===== src/rtl/core/wsst_pkg.sv =====
// Shared types and constants for the 2D wave stencil step unit.
`default_nettype none
package wsst_pkg;

	localparam int VALUE_W    = 32;
	localparam int GRID_W     = 11;
	localparam int COEFF_W    = 16;
	localparam int CFG_IDX_W  = 1;
	localparam int CFG_DATA_W = 16;
	localparam int FRAC_W     = 16;
	localparam int GRID_MIN   = 3;

	// Laplacian of five Q16.16 points, 2*C - P, coeff * Laplacian
	localparam int LAP_W  = VALUE_W + 4;
	localparam int BASE_W = VALUE_W + 3;
	localparam int PROD_W = LAP_W + COEFF_W + 1;
	localparam int TERM_W = PROD_W - FRAC_W;

	localparam logic [CFG_IDX_W-1:0] CFG_GRID_SIZE  = 1'b0;
	localparam logic [CFG_IDX_W-1:0] CFG_WAVE_COEFF = 1'b1;

	localparam logic [GRID_W-1:0]  GRID_RESET  = 11'd100;
	localparam logic [COEFF_W-1:0] COEFF_RESET = 16'd164;

	localparam logic signed [PROD_W-1:0] ROUND_BIAS = PROD_W'(1) << (FRAC_W - 1);

	typedef logic signed [VALUE_W-1:0] value_t;

	typedef struct packed {
		value_t cur_value;
		value_t prev_value;
	} in_item_t;

	typedef struct packed {
		value_t new_value;
		logic   last_out;
	} out_item_t;

	// one window column, top is the oldest row
	typedef struct packed {
		value_t top;
		value_t mid;
		value_t bot;
	} col_t;

	typedef struct packed {
		logic signed [LAP_W-1:0]  lap;
		logic signed [BASE_W-1:0] base;
		logic                     interior;
		logic                     last;
	} upd_item_t;

endpackage
`default_nettype wire


===== src/rtl/core/wsst_update.sv =====
// Update pipeline: coeff multiply, rounding, saturation and result register.
`default_nettype none
module wsst_update #(
	parameter int DATA_BITS = 32
) (
	input  wire logic                                clk,
	input  wire logic                                arst_n,
	input  wire logic [wsst_pkg::COEFF_W-1:0]        coeff,
	input  wire logic                                in_valid,
	output logic                                     in_ready,
	input  wire wsst_pkg::upd_item_t                 item,
	output logic                                     out_valid,
	input  wire logic                                out_ready,
	output wsst_pkg::out_item_t                      out_item
);

	localparam int SUM_W = ((DATA_BITS > wsst_pkg::TERM_W) ? DATA_BITS : wsst_pkg::TERM_W) + 2;
	localparam logic signed [SUM_W-1:0] SAT_HI =
		{{(SUM_W - DATA_BITS + 1){1'b0}}, {(DATA_BITS - 1){1'b1}}};
	localparam logic signed [SUM_W-1:0] SAT_LO =
		{{(SUM_W - DATA_BITS + 1){1'b1}}, {(DATA_BITS - 1){1'b0}}};

	logic                                   v2_q;
	logic signed [wsst_pkg::LAP_W-1:0]      lap_s2;
	logic signed [wsst_pkg::BASE_W-1:0]     base_s2;
	logic                                   interior_s2;
	logic                                   last_s2;

	logic                                   v3_q;
	logic signed [wsst_pkg::PROD_W-1:0]     prod_s3;
	logic signed [wsst_pkg::BASE_W-1:0]     base_s3;
	logic                                   interior_s3;
	logic                                   last_s3;

	logic                                   go2;
	logic                                   go3;
	logic                                   go_out;
	logic signed [wsst_pkg::COEFF_W:0]      coeff_s;
	logic signed [wsst_pkg::PROD_W-1:0]     rounded;
	logic signed [wsst_pkg::TERM_W-1:0]     term;
	logic signed [SUM_W-1:0]                sum;
	logic signed [SUM_W-1:0]                sat;

	// a stage moves when the one after it is empty or moving
	assign go_out   = !out_valid || out_ready;
	assign go3      = !v3_q || go_out;
	assign go2      = !v2_q || go3;
	assign in_ready = go2;

	assign coeff_s = $signed({1'b0, coeff});
	assign rounded = prod_s3 + wsst_pkg::ROUND_BIAS;
	assign term    = rounded[wsst_pkg::PROD_W-1:wsst_pkg::FRAC_W];
	assign sum     = SUM_W'(base_s3) + SUM_W'(term);
	assign sat     = (sum > SAT_HI) ? SAT_HI : ((sum < SAT_LO) ? SAT_LO : sum);

	always_ff @(posedge clk or negedge arst_n) begin
		if (!arst_n) begin
			v2_q      <= 1'b0;
			v3_q      <= 1'b0;
			out_valid <= 1'b0;
		end else begin
			if (go2) begin
				v2_q <= in_valid;
			end
			if (go3) begin
				v3_q <= v2_q;
			end
			if (go_out) begin
				out_valid <= v3_q;
			end
		end
	end

	always_ff @(posedge clk) begin
		if (go2 && in_valid) begin
			lap_s2      <= item.lap;
			base_s2     <= item.base;
			interior_s2 <= item.interior;
			last_s2     <= item.last;
		end
		if (go3 && v2_q) begin
			prod_s3     <= wsst_pkg::PROD_W'(coeff_s) * wsst_pkg::PROD_W'(lap_s2);
			base_s3     <= base_s2;
			interior_s3 <= interior_s2;
			last_s3     <= last_s2;
		end
		if (go_out && v3_q) begin
			// fixed edges: boundary points give zero
			out_item.new_value <= interior_s3 ? sat[wsst_pkg::VALUE_W-1:0] : '0;
			out_item.last_out  <= last_s3;
		end
	end

endmodule
`default_nettype wire


===== config.mk =====
export PLATFORM = sky130hd
export DESIGN_NAME = wsst_update
export DESIGN_NICKNAME = d
export VERILOG_FILES = /design/src/rtl/core/wsst_pkg.sv /design/src/rtl/core/wsst_update.sv
export SDC_FILE = /design/constraint.sdc
export NUM_CORES = 2
export LEC_CHECK = 0
export BUFFER_PORTS_ARGS = -buffer_cell sky130_fd_sc_hd__buf_2
export CAP_MARGIN = 25
export CORE_UTILIZATION = 40
export DETAILED_ROUTE_END_ITERATION = 7
export PLACE_DENSITY_LB_ADDON = 0.1
export SLEW_MARGIN = 20
export SYNTH_ARGS = -nofsm -noshare
export SYNTH_HDL_FRONTEND = slang
export SYNTH_SLANG_ARGS = --single-unit
export TNS_END_PERCENT = 20

===== constraint.sdc =====
create_clock -name clk -period 9.4 [get_ports clk]
set_clock_uncertainty 0.15 [all_clocks]
set_input_delay 2.35 -clock clk [delete_from_list [all_inputs] [get_ports clk]]
set_output_delay 2.35 -clock clk [all_outputs]
set_load 0.01 [all_outputs]

==> results.py <==
metrics = {
    "worst_setup_path": {
        "critPathRequiredTime_ns": 9.46,
        "crit_start": "coeff[11]",
        "cp_num_buf_inv": 5,
        "path_delay_family": "adder cells",
        "crit_fanout": 27,
        "slowest_delay_ns": 0.58,
        "crit_top_cell": "fa_1",
        "critPathKind": "in -> reg",
        "cp-start-kind": "input port",
        "crit_arrival_ns": 8.97,
        "r2r_start": "lap_s2[16]",
        "cp_slowest_cell": "fa_1",
        "end_kind": "register",
        "cp_cell_sequence": "buf_2, nand2_1, fa_1, inv_1, fa_1, fa_1, fa_1, fa_1, inv_1, fa_1, inv_1, ha_1, a21oi_1, o21ai_0, a2111oi_0, buf_4, a211o_1, a21oi_2, nor3_2, o31ai_1, a21oi_1, o211ai_1, xnor2_1",
    },
    "placed_design": {
        "dp_slack_ns": -0.113,
        "io_buffers": 127,
        "place_area_um2": 30200,
        "gp_congestion": 0.858,
        "hpwl_um": 58800,
    },
    "synthesis": {
        "synth_area_leaders": "fa_1 39%, edfxtp_1 19%, inv_1 8.5%",
        "synth.top_cell.area_share_pct": 38.7,
        "ys_seq_elements": 184,
        "yosysSeqAreaShare_pct": 19.6,
        "async_flop_share_pct": 1.63,
        "synth_nets": 3641,
        "syn_area_per_cell_um2": 9.89,
        "yosys.area.top_type": "fa_1",
        "synth_cell_types": 84,
        "yosysWarnings": 0,
        "synthCells": 2843,
        "synth-edff-count": 181,
        "mappedNetlistArea_um2": 28100,
        "synth_ff_type": "edfxtp_1",
    },
    "die": {
        "die_area_um2": 71400,
        "die_w_um": 267,
        "die_h_um": 267,
        "core_area_um2": 69100,
        "rows": 96,
        "boundaryPins": 128,
        "start_util_pct": 40.7,
    },
    "sta": {
        "worstMarginPinSlew_ns": 1.02,
        "slew_headroom_pct": 32.1,
        "fin_crit_ns": 8.91,
        "post-route-period-util_pct": 94.8,
        "rsz0062_at_grt": "no",
        "tns_ns": 0,
        "setup_viol": 0,
        "max_freq_ghz": 0.112,
        "hold_viol_final": 0,
        "drv_slew": 0,
        "worst_slack_ns": 0.493,
    },
    "clock_network": {
        "clock_latency_ns": 0.49,
        "cts_max_level": 4,
        "hold_buffers": 0,
        "root_buffer": "clkbuf_16",
        "postCtsResizedCells": 0,
        "numCtsBuffers": 17,
        "cts_setup_buffers": 0,
        "clkSinkCount": 184,
        "cts_tree": "built",
        "clock_path_buffers": 2,
        "clkTransAtPathRegs_ns": 0.08,
    },
    "final_layout": {
        "syn_to_final_growth_pct": 9.56,
        "antennaDiodeCount": 0,
        "fillCellCount": 6664,
        "stdcell_area_um2": 30800,
        "nets": 3751,
        "drive_above_1_share_pct": 10.3,
    },
    "global_routing": {
        "grt_use_total_pct": 22.1,
        "grt_pass1_wl_um": 119000,
        "grt_remaining_overflow": 0,
        "grt_start_max_net_pins": 66,
        "antenna_found_initial": 2,
        "grt_pass1_vias": 20900,
    },
    "routing": {
        "ant_nets": 0,
        "drt_wl_total_um": 75400,
        "firstDrtPassIters": 5,
        "first_iter_violations": 1052,
        "wire_per_inst_um": 19.3,
        "drc": 0,
        "viasPerCell": 4.96,
        "vias": 19300,
    },
    "hold_path": {
        "holdCritPathClass": "reg -> reg",
        "worstHoldStart": "base_s2[5]",
    },
    "run_status": {
        "status": "finished, final reports clean",
    },
    "flow_run": {
        "maxCapViolCount": 0,
    },
}
==> state kept, by name, indices dropped and copies added, names as in the netlist <==
register,cells
base_s2,35
base_s3,35
interior_s2,1
interior_s3,1
lap_s2,36
last_s2,1
last_s3,1
out_item,33
out_valid,1
prod_s3,38
v2_q,1
v3_q,1
==> layout make-up <==
cell class                 count  area (um2)  share of cell area, %
clock buffer                  17         425                   1.38
sequential                   184        5510                   17.9
inverter                     635        2380                   7.74
tap                          931        1160                   3.78
multi-input combinational   1908       19700                   64.0
timing repair buffer         207        1390                   4.50
clock inverter                15         209                  0.678
==> worst register-to-register path, stage by stage (launching register included) <==
cell and delay (ns):
edfxtp_1 1.00, nand2_1 0.23, fa_1 0.57, fa_1 0.53, fa_1 0.57, inv_1 0.08, fa_1 0.45, fa_1 0.56
inv_1 0.06, fa_1 0.50, inv_1 0.05, ha_1 0.32, a21oi_1 0.20, o21ai_0 0.11, a2111oi_0 0.54, buf_4 0.22
a211o_1 0.18, a21oi_2 0.09, nor3_2 0.26, o31ai_1 0.14, a21oi_1 0.21, o211ai_1 0.14, xnor2_1 0.14
==> layout by cell type (no fill, tap or decap), drive strengths merged, types with 17 or more instances in the layout <==
| cell type | synthesis | routed |
|---|---|---|
| a21o | 29 | 29 |
| inv | 635 | 642 |
| nor2 | 50 | 50 |
| edfxtp | 181 | 181 |
| fa | 544 | 544 |
| clkbuf | 104 | 17 |
| o21ai | 66 | 66 |
| xor2 | 38 | 38 |
| buf | 11 | 207 |
| a21oi | 83 | 83 |
| xnor2 | 73 | 73 |
| nand3 | 29 | 29 |
| nand4 | 19 | 19 |
| and2 | 213 | 213 |
| ha | 161 | 161 |
| nand2 | 452 | 452 |
==> synth_stat cells (3+ instances only) <==
master	instances
inv_1	635
fa_1	544
nand2_1	452
and2_1	212
edfxtp_1	181
ha_1	161
clkbuf_1	102
a21oi_1	77
xnor2_1	73
nor2_1	50
xor2_1	38
o21ai_2	32
o21ai_0	30
nand3_1	29
a21o_1	27
nand4_1	19
and3_1	15
nor3_1	14
o21bai_1	10
nand2b_1	9
a211oi_1	7
a31oi_1	7
nor2b_1	7
nor4_1	6
o211ai_1	6
a21oi_2	5
buf_2	5
buf_6	5
o21a_1	5
o221ai_1	4
or3_1	4
and4_1	3
dfrtp_1	3
nor3b_1	3
o21ai_1	3
or2_2	3
==> worst paths after layout <==
check	to	slack [ns]	cells after the start
max in group asynchronous	out_valid	7.50	1
max	prod_s3[52]	0.49	23
min	base_s3[5]	0.26	0
min in group asynchronous	v2_q	1.49	1
max reg2reg	prod_s3[52]	1.81	22
min reg2reg	base_s3[5]	0.26	0
==> metal layers <==
metal  global-route usage (%)  vias to the layer above  wire (um)
met5                        0                        -          0
met4                     4.88                        0       1190
met3                     4.07                       77       4800
met2                     34.1                      600      33300
met1                     32.2                     9792      36000
li1                         -                     8871          -
==> kinds of logic after synthesis <==
group,count (synthesis),synth area share [%]
fa+ha+maj,705,45.9
xor+xnor,111,3.46
buf+inv,751,10.3
simple gates,837,14.1
compound gates,255,6.63
flops,184,19.6
==> stage by stage <==
step	instances	util [%]	hold slack (ns)
after floorplan	2843	-	0.250
after global placement	3865	43.7	0.255
after detailed placement	3865	43.7	0.256
after CTS	3897	44.6	0.265
after global routing	3897	44.6	0.269
final	3897	44.6	0.262
Power is left out: the tool's default activity adds up to more than one toggle a clock period on the data nets, which glitch-free logic cannot reach.
