==> config.mk <==
export PLATFORM = sky130hd
export DESIGN_NAME = wsst_col_cell
export DESIGN_NICKNAME = d
export VERILOG_FILES = /design/src/rtl/core/wsst_pkg.sv /design/src/rtl/core/wsst_col_cell.sv
export SDC_FILE = /design/constraint.sdc
export NUM_CORES = 1
export LEC_CHECK = 0
export BUFFER_PORTS_ARGS = -buffer_cell sky130_fd_sc_hd__buf_2
export CORE_ASPECT_RATIO = 1.25
export CORE_UTILIZATION = 44
export DETAILED_ROUTE_END_ITERATION = 7
export PLACE_DENSITY = 0.78
export SYNTH_ARGS = -nofsm -noshare
export SYNTH_HDL_FRONTEND = slang
export SYNTH_SLANG_ARGS = --single-unit
export TNS_END_PERCENT = 30
==> constraint.sdc <==
create_clock -name clk -period 0.8 [get_ports clk]
set_input_delay 0 -clock clk [delete_from_list [all_inputs] [get_ports clk]]
set_output_delay 0 -clock clk [all_outputs]
set_load 0.01 [all_outputs]
==> src/rtl/core/wsst_pkg.sv <==
// Shared types and constants for the 2D wave stencil step unit.
`default_nettype none
package wsst_pkg;

	localparam int VALUE_W    = 32;
	localparam int GRID_W     = 11;
	localparam int COEFF_W    = 16;
	localparam int CFG_IDX_W  = 1;
	localparam int CFG_DATA_W = 16;
	localparam int FRAC_W     = 16;
	localparam int GRID_MIN   = 3;

	// Laplacian of five Q16.16 points, 2*C - P, coeff * Laplacian
	localparam int LAP_W  = VALUE_W + 4;
	localparam int BASE_W = VALUE_W + 3;
	localparam int PROD_W = LAP_W + COEFF_W + 1;
	localparam int TERM_W = PROD_W - FRAC_W;

	localparam logic [CFG_IDX_W-1:0] CFG_GRID_SIZE  = 1'b0;
	localparam logic [CFG_IDX_W-1:0] CFG_WAVE_COEFF = 1'b1;

	localparam logic [GRID_W-1:0]  GRID_RESET  = 11'd100;
	localparam logic [COEFF_W-1:0] COEFF_RESET = 16'd164;

	localparam logic signed [PROD_W-1:0] ROUND_BIAS = PROD_W'(1) << (FRAC_W - 1);

	typedef logic signed [VALUE_W-1:0] value_t;

	typedef struct packed {
		value_t cur_value;
		value_t prev_value;
	} in_item_t;

	typedef struct packed {
		value_t new_value;
		logic   last_out;
	} out_item_t;

	// one window column, top is the oldest row
	typedef struct packed {
		value_t top;
		value_t mid;
		value_t bot;
	} col_t;

	typedef struct packed {
		logic signed [LAP_W-1:0]  lap;
		logic signed [BASE_W-1:0] base;
		logic                     interior;
		logic                     last;
	} upd_item_t;

endpackage
`default_nettype wire

==> src/rtl/core/wsst_col_cell.sv <==
// One column of the 3-row stencil window; shifts to its older neighbor.
`default_nettype none
module wsst_col_cell (
	input  wire logic           clk,
	input  wire logic           arst_n,
	input  wire logic           en,
	input  wire wsst_pkg::col_t col_in,
	output wsst_pkg::col_t      col_q
);

	always_ff @(posedge clk or negedge arst_n) begin
		if (!arst_n) begin
			col_q <= '0;
		end else if (en) begin
			col_q <= col_in;
		end
	end

endmodule
`default_nettype wire

==> results of run 1 <==
per-stage QoR:
| stage | total power [W] | util | instance area, um2 |
|---|---|---|---|
| floorplan | 0.00668 | - | 3760 |
| global placement | 0.00758 | 0.589 | 4880 |
| detailed placement | 0.00765 | 0.589 | 4880 |
| CTS | 0.0113 | 0.741 | 6140 |
| global route | 0.0119 | 0.761 | 6310 |
| finish | 0.0114 | 0.761 | 6310 |
worst max-delay path, cell delays in order (launching register included):
cell and delay [ns]:
dfrtp_1 0.41, buf_4 0.14, mux2_4 0.26
power by group through the flow:
| stage | combinational [W] | sequential (W) | clock [W] |
|---|---|---|---|
| after floorplan | 0.000773 | 0.00591 | 0 |
| after global placement | 0.00193 | 0.00565 | 0 |
| after detailed placement | 0.00198 | 0.00567 | 0 |
| after CTS | 0.00244 | 0.00558 | 0.00325 |
| after global routing | 0.00281 | 0.00567 | 0.00343 |
| final | 0.00263 | 0.00561 | 0.00313 |
cells by family (layout without fill, tap and decap cells):
family / Yosys count / in the layout
multiplexers: 96 / 96
buffers and inverters: 11 / 341
flip-flops: 96 / 96
final timing paths:
| check | from | end | cells after the start |
|---|---|---|---|
| setup / recovery | col_q[89] | col_q[89] | 2 |
| hold / removal | arst_n | col_q[66] | 2 |
| setup reg to reg | col_q[89] | col_q[89] | 2 |
| hold reg to reg | col_q[40] | col_q[40] | 1 |
| max in group asynchronous | arst_n | col_q[80] | 3 |
| min in group clk | en | col_q[90] | 3 |
routing by layer:
layer	part of all wire	vias to the layer above
li1	-	1360
met1	0.38	1453
met2	0.52	141
met3	0.059	33
met4	0.040	0
met5	0	-
cells in the mapped netlist, drive strengths merged:
cell / count
mux2: 96
buf: 11
dfrtp: 96
what timing repair did:
item,4_1_cts,5_1_grt
endpoints found under the hold margin,192,0
resized for setup,3,13
buffers inserted,9,13
setup endpoints to repair,96,108
hold buffers,97,0
layout make-up:
| class | instances | share of cell area |
|---|---|---|
| flip-flops and latches | 96 | 0.381 |
| repair buffers | 325 | 0.373 |
| multi-input cells | 96 | 0.196 |
| clock buffers | 11 | 0.0224 |
| well taps | 97 | 0.0192 |
| clock inverters | 5 | 0.00893 |
==> results by group, run 1 <==
Layout
  • Area delta synth->final: 67.6%
  • Max FFs per register: 96
  • Ant diodes: 0
  • Final #Nets: 627
  • Most frequent cells in the layout: buf_2 (178), dlygate4sd3_1 (97), dfrtp_1 (96), mux2_2 (55), mux2_4 (41)
  • Share of cells above drive strength 1: 0.636
  • Area of the multi-input gates: 1230 um2
  • Sequential cell area: 2400 um2
  • Reg with most FFs: col_q
  • Fillers: 478
  • Commonest non-fill, non-tap cell in the layout: buf_2
  • Largest regs: col_q x96
  • Finished Layout Cells: 630

Clock network
  • H-tree depth: 3
  • Clock sinks: 96
  • Worst-path clk slew: 0.08 ns
  • CTS root buf: clkbuf_8
  • CTS tree: yes
  • Clock Path Buffers: 2
  • Clock latency at the later pin of the worst-skew pair: 0.35 ns
  • Num CTS Buffers: 9

Synth
  • Largest family of logic cells by synthesized area: multiplexers
  • Synthesis Warnings: 0
  • Synth Area in Simple Gates: 0
  • Syn Nets: 302
  • Syn Std Cell Area: 3760 um2
  • Distinct cells, synth: 7
  • Mean Syn Cell Area: 18.5 um2
  • Yosys top cell area share: 0.638
  • Sequential area share after synthesis: 0.638
  • Compound-Gate Fraction of Synth Area: 0
  • Post-synthesis cell count: 203
  • Register bit total from synthesis: 96
  • Synth top area cells: dfrtp_1 (64%), mux2_2 (17%), mux2_4 (16%), buf_12 (2.1%), buf_2 (0.66%)
  • Post-Synth XOR/XNOR Area: 0
  • Area share of fa/ha/maj cells after synthesis: 0
  • Post-synthesis mux area share: 0.327
  • Synth area leader: dfrtp_1

Die
  • Die width: 84.7 um
  • Row count: 37
  • Io pins: 195
  • Die Height: 105 um
  • Initial Util: 0.454
  • Die ar.: 8930 um2
  • Core area: 8290 um2

Power and ir drop
  • Max rail drop VDD: 1220 uV
  • Internal Power: 0.00849 W
  • Leakage: 3.16 nW
  • Sequential Power Share: 0.493
  • P_sw: 0.00288 W
  • Switching share of total power: 0.254
  • Combinational power share: 0.231
  • Power per cell area: 1800 nW/um2
  • Clk pwr share: 0.275

Place
  • Buffers on Ports: 194
  • GP Congestion: 0.717
  • Post-Place Cells: 495
  • Final HPWL DP: 5840 um
  • Post-Place Worst Slack: -0.102 ns

STA
  • Slew margin rel.: 0.788
  • Max Fclk: 1.08 GHz
  • RSZ-0062 raised after global routing: yes
  • Final Max Slew Viols: 0
  • Final setup slack of the worst path: -0.123 ns
  • Final Hold Viols: 0
  • Min Hold Slack: 0.0779 ns
  • Setup TNS: -9.98 ns
  • Final Cycle Share: 1.15
  • Worst Tran Pin Value: 0.318 ns
  • Count of final setup violators: 118
  • Worst Skew: 0 ns
  • Tmin final: 0.923 ns

Route
  • Remaining DRCs: 14
  • WL/cell: 16.2 um
  • Detail Route Antenna Nets: 0
  • DRT Pass-1 Iters: 8
  • Via density: 4.74
  • Vias: 2987
  • Detailed Route WL: 10200 um
  • Iteration-0 DRC Markers: 97

Global routing
  • Grt met2 use: 0.413
  • First-pass GRT wire length: 15700 um
  • Antenna violations before repair: 0
  • Largest net degree at the start of global routing: 37
  • GRT Total Usage: 0.230
  • GRT overflow: 0
  • Most Crowded Layer GR: met2
  • GR Layer Usage met3: 0.0431
  • Vias in the first global route: 3284
  • M1 GR Usage: 0.252

Critical path
  • Setup Crit Path Kind: reg2reg
  • CP max FO: 2
  • R2R setup slack: -0.12 ns
  • Crit path DAT: 1.16 ns
  • Nature of the critical path endpoint: flop
  • Req. time, crit path: 1.04 ns
  • Startpoint Class: flop

Run status
  • Outcome: finished, violations left
  • Failing checks: design-rule violations, negative setup slack

Min path
  • Worst min path class: in2async

Job
  • Max-cap violations: 0
Note: power is estimated with default switching activity, not from simulation.
==> inputs of run 2 (changes only) <==
--- a/config.mk
+++ b/config.mk
@@ -5,11 +5,13 @@
 export SDC_FILE = /design/constraint.sdc
 export NUM_CORES = 1
 export LEC_CHECK = 0
-export BUFFER_PORTS_ARGS = -buffer_cell sky130_fd_sc_hd__buf_2
+export BUFFER_PORTS_ARGS = -buffer_cell sky130_fd_sc_hd__buf_4
 export CORE_ASPECT_RATIO = 1.25
 export CORE_UTILIZATION = 44
+export CTS_BUF_LIST = sky130_fd_sc_hd__clkbuf_4 sky130_fd_sc_hd__clkbuf_8
 export DETAILED_ROUTE_END_ITERATION = 7
 export PLACE_DENSITY = 0.78
+export SETUP_SLACK_MARGIN = 0.5
 export SYNTH_ARGS = -nofsm -noshare
 export SYNTH_HDL_FRONTEND = slang
 export SYNTH_SLANG_ARGS = --single-unit
==> results by group, run 2 (synthesis gave the netlist of run 1 again) <==
Layout
  • Reg with most FFs: col_q
  • Area delta synth->final: 62.0%
  • Ant diodes: 0 (unchanged)
  • Share of cells above drive strength 1: 0.776 (+0.140)
  • Max FFs per register: 96 (unchanged)
  • Design area: 6100 um2 (-3.3%)
  • Most frequent cells in the layout: buf_4 (115), buf_6 (100), dfrtp_1 (96), mux2_2 (52), mux2_4 (44)
  • Fillers: 514 (+7.5%)
  • Final #Nets: 523 (-17%)
  • Sequential cell area: 2400 um2 (unchanged)
  • Largest regs: col_q x96
  • Area of the multi-input gates: 1250 um2 (+0.91%)
  • Commonest non-fill, non-tap cell in the layout: buf_4

Route
  • Detailed Route WL: 8860 um (-13%)
  • WL/cell: 16.8 um (+4.1%)
  • Vias: 2581 (-14%)
  • Detail Route Antenna Nets: 0 (unchanged)
  • Iteration-0 DRC Markers: 86 (-11%)
  • Remaining DRCs: 13 (-1)
  • Via density: 4.91 (+3.5%)
  • DRT Pass-1 Iters: 8 (unchanged)

Place
  • Buffers on Ports: 194 (unchanged)
  • Final HPWL DP: 6160 um (+5.4%)
  • Placed instance area: 5350 um2 (+9.6%)
  • GP Congestion: 0.763 (+6.4%)

STA
  • Min Hold Slack: -0.375 ns (-0.453 ns)
  • RSZ-0062 raised after global routing: yes
  • Final Max Slew Viols: 0 (unchanged)
  • Worst Skew: 0 ns (unchanged)
  • Slew margin rel.: 0.827 (+0.0382)
  • Count of final setup violators: 114 (-3.4%)
  • Final setup slack of the worst path: -0.118 ns (+0.00454 ns)
  • Final Hold Viols: 192 (+192)
  • Final Cycle Share: 1.15 (-0.00568)
  • Worst Tran Pin Value: 0.260 ns (-0.0573 ns)
  • Tmin final: 0.918 ns (-0.00454 ns)
  • Max Fclk: 1.09 GHz (+0.49%)

Die
  • Core area: 8290 um2 (unchanged)
  • Io pins: 195 (unchanged)
  • Die Height: 105 um (unchanged)
  • Die width: 84.7 um (unchanged)
  • Row count: 37 (unchanged)
  • Initial Util: 0.454 (unchanged)
  • Die ar.: 8930 um2 (unchanged)

Clock network
  • CTS root buf: clkbuf_8
  • H-tree depth: 3 (unchanged)
  • Num CTS Buffers: 9 (unchanged)
  • Worst-path clk slew: 0.08 ns (about the same)
  • CTS tree: yes
  • Clock Path Buffers: 2 (unchanged)
  • Clock sinks: 96 (unchanged)
  • Clock latency at the later pin of the worst-skew pair: 0.35 ns (about the same)

Critical path
  • Startpoint Class: flop
  • Setup Crit Path Kind: reg2reg
  • CP max-delay cell: dfrtp_1
  • CP peak stage delay: 0.41 ns (about the same)
  • Req. time, crit path: 1.05 ns (about the same)
  • Nature of the critical path endpoint: flop
  • Worst-path cell chain: buf_4, mux2_4
  • Crit path DAT: 1.16 ns (about the same)
  • CP max FO: 2 (unchanged)

Global routing
  • Largest net degree at the start of global routing: 44 (+19%)
  • M1 GR Usage: 0.250 (-0.00210)
  • GR Layer Usage met3: 0.0486 (+0.00548)
  • GRT overflow: 0 (unchanged)
  • Grt met2 use: 0.363 (-0.0499)
  • Antenna violations before repair: 0 (unchanged)
  • GRT Total Usage: 0.212 (-0.0176)
  • First-pass GRT wire length: 14500 um (-7.5%)
  • Vias in the first global route: 2905 (-12%)
  • Most Crowded Layer GR: met2

Run status
  • Outcome: finished, violations left
  • Failing checks: design-rule violations, negative hold slack, negative setup slack

Job
  • Max-cap violations: 0 (unchanged)

Power and ir drop
  • Total power draw: 0.0119 W (+4.7%)
  • Power per cell area: 1950 nW/um2 (+8.2%)
  • Leakage: 3.02 nW (-4.6%)
  • Max rail drop VDD: 1100 uV (-9.3%)

Min path
  • Worst min path class: in2async
run 2: path summary, 6_finish.rpt:
check / from / endpoint / slack, ns / cells after the start
max: col_q[75] / col_q[75] / -0.12 / 2
max in group asynchronous: arst_n / col_q[59] / 0.92 / 2
min in group clk: col_in[82] / col_q[82] / -0.13 / 2
min: arst_n / col_q[75] / -0.38 / 2
min reg2reg: col_q[17] / col_q[17] / 0.53 / 1
max reg2reg: col_q[75] / col_q[75] / -0.12 / 2
run 2: stage by stage:
step	setup TNS [ns]	utilization	setup slack, ns	hold WS (ns)	instances
after floorplan	0	-	0.00841	-0.296	203
after CTS	-11.60	0.732	-0.122	-0.386	525
after detailed placement	-5.17	0.646	-0.0949	0.0163	492
final	-9.36	0.736	-0.118	-0.375	526
after global placement	-3.03	0.646	-0.0632	0.0118	492
after global routing	-14.25	0.736	-0.147	-0.381	526
run 2: per-layer routing:
metal	up-vias	wire length, um
met2	119	4650
met1	1305	3340
li1	1141	-
met5	-	0
met4	0	213
met3	16	665
run 2: area by class of cell:
type / count / share of cell area
Sequential cell: 96 / 0.394
Tap cell: 97 / 0.0199
Clock inverter: 2 / 0.00574
Timing Repair Buffer: 221 / 0.346
Clock buffer: 14 / 0.0306
Multi-Input combinational cell: 96 / 0.204
run 2: power breakdown:
group	internal [W]	switching (W)
clock network	0.00182	0.00157
registers	0.00534	0.000364
logic	0.00191	0.000902
total	0.00907	0.00284
run 2: critical path, delay by kind of cell (launching register included):
family,cells,cell delay [ns]
flip-flops,1,0.41
multiplexers,1,0.26
buffers and inverters,1,0.14
run 2: repair_timing:
action / 4_1_cts / 5_1_grt
endpoints found under the hold margin: 192 / 192
endpoints found under the setup margin: 192 / 192
cloned: 0 / 0
buffers inserted: 17 / 1
gates resized for setup: 96 / 8
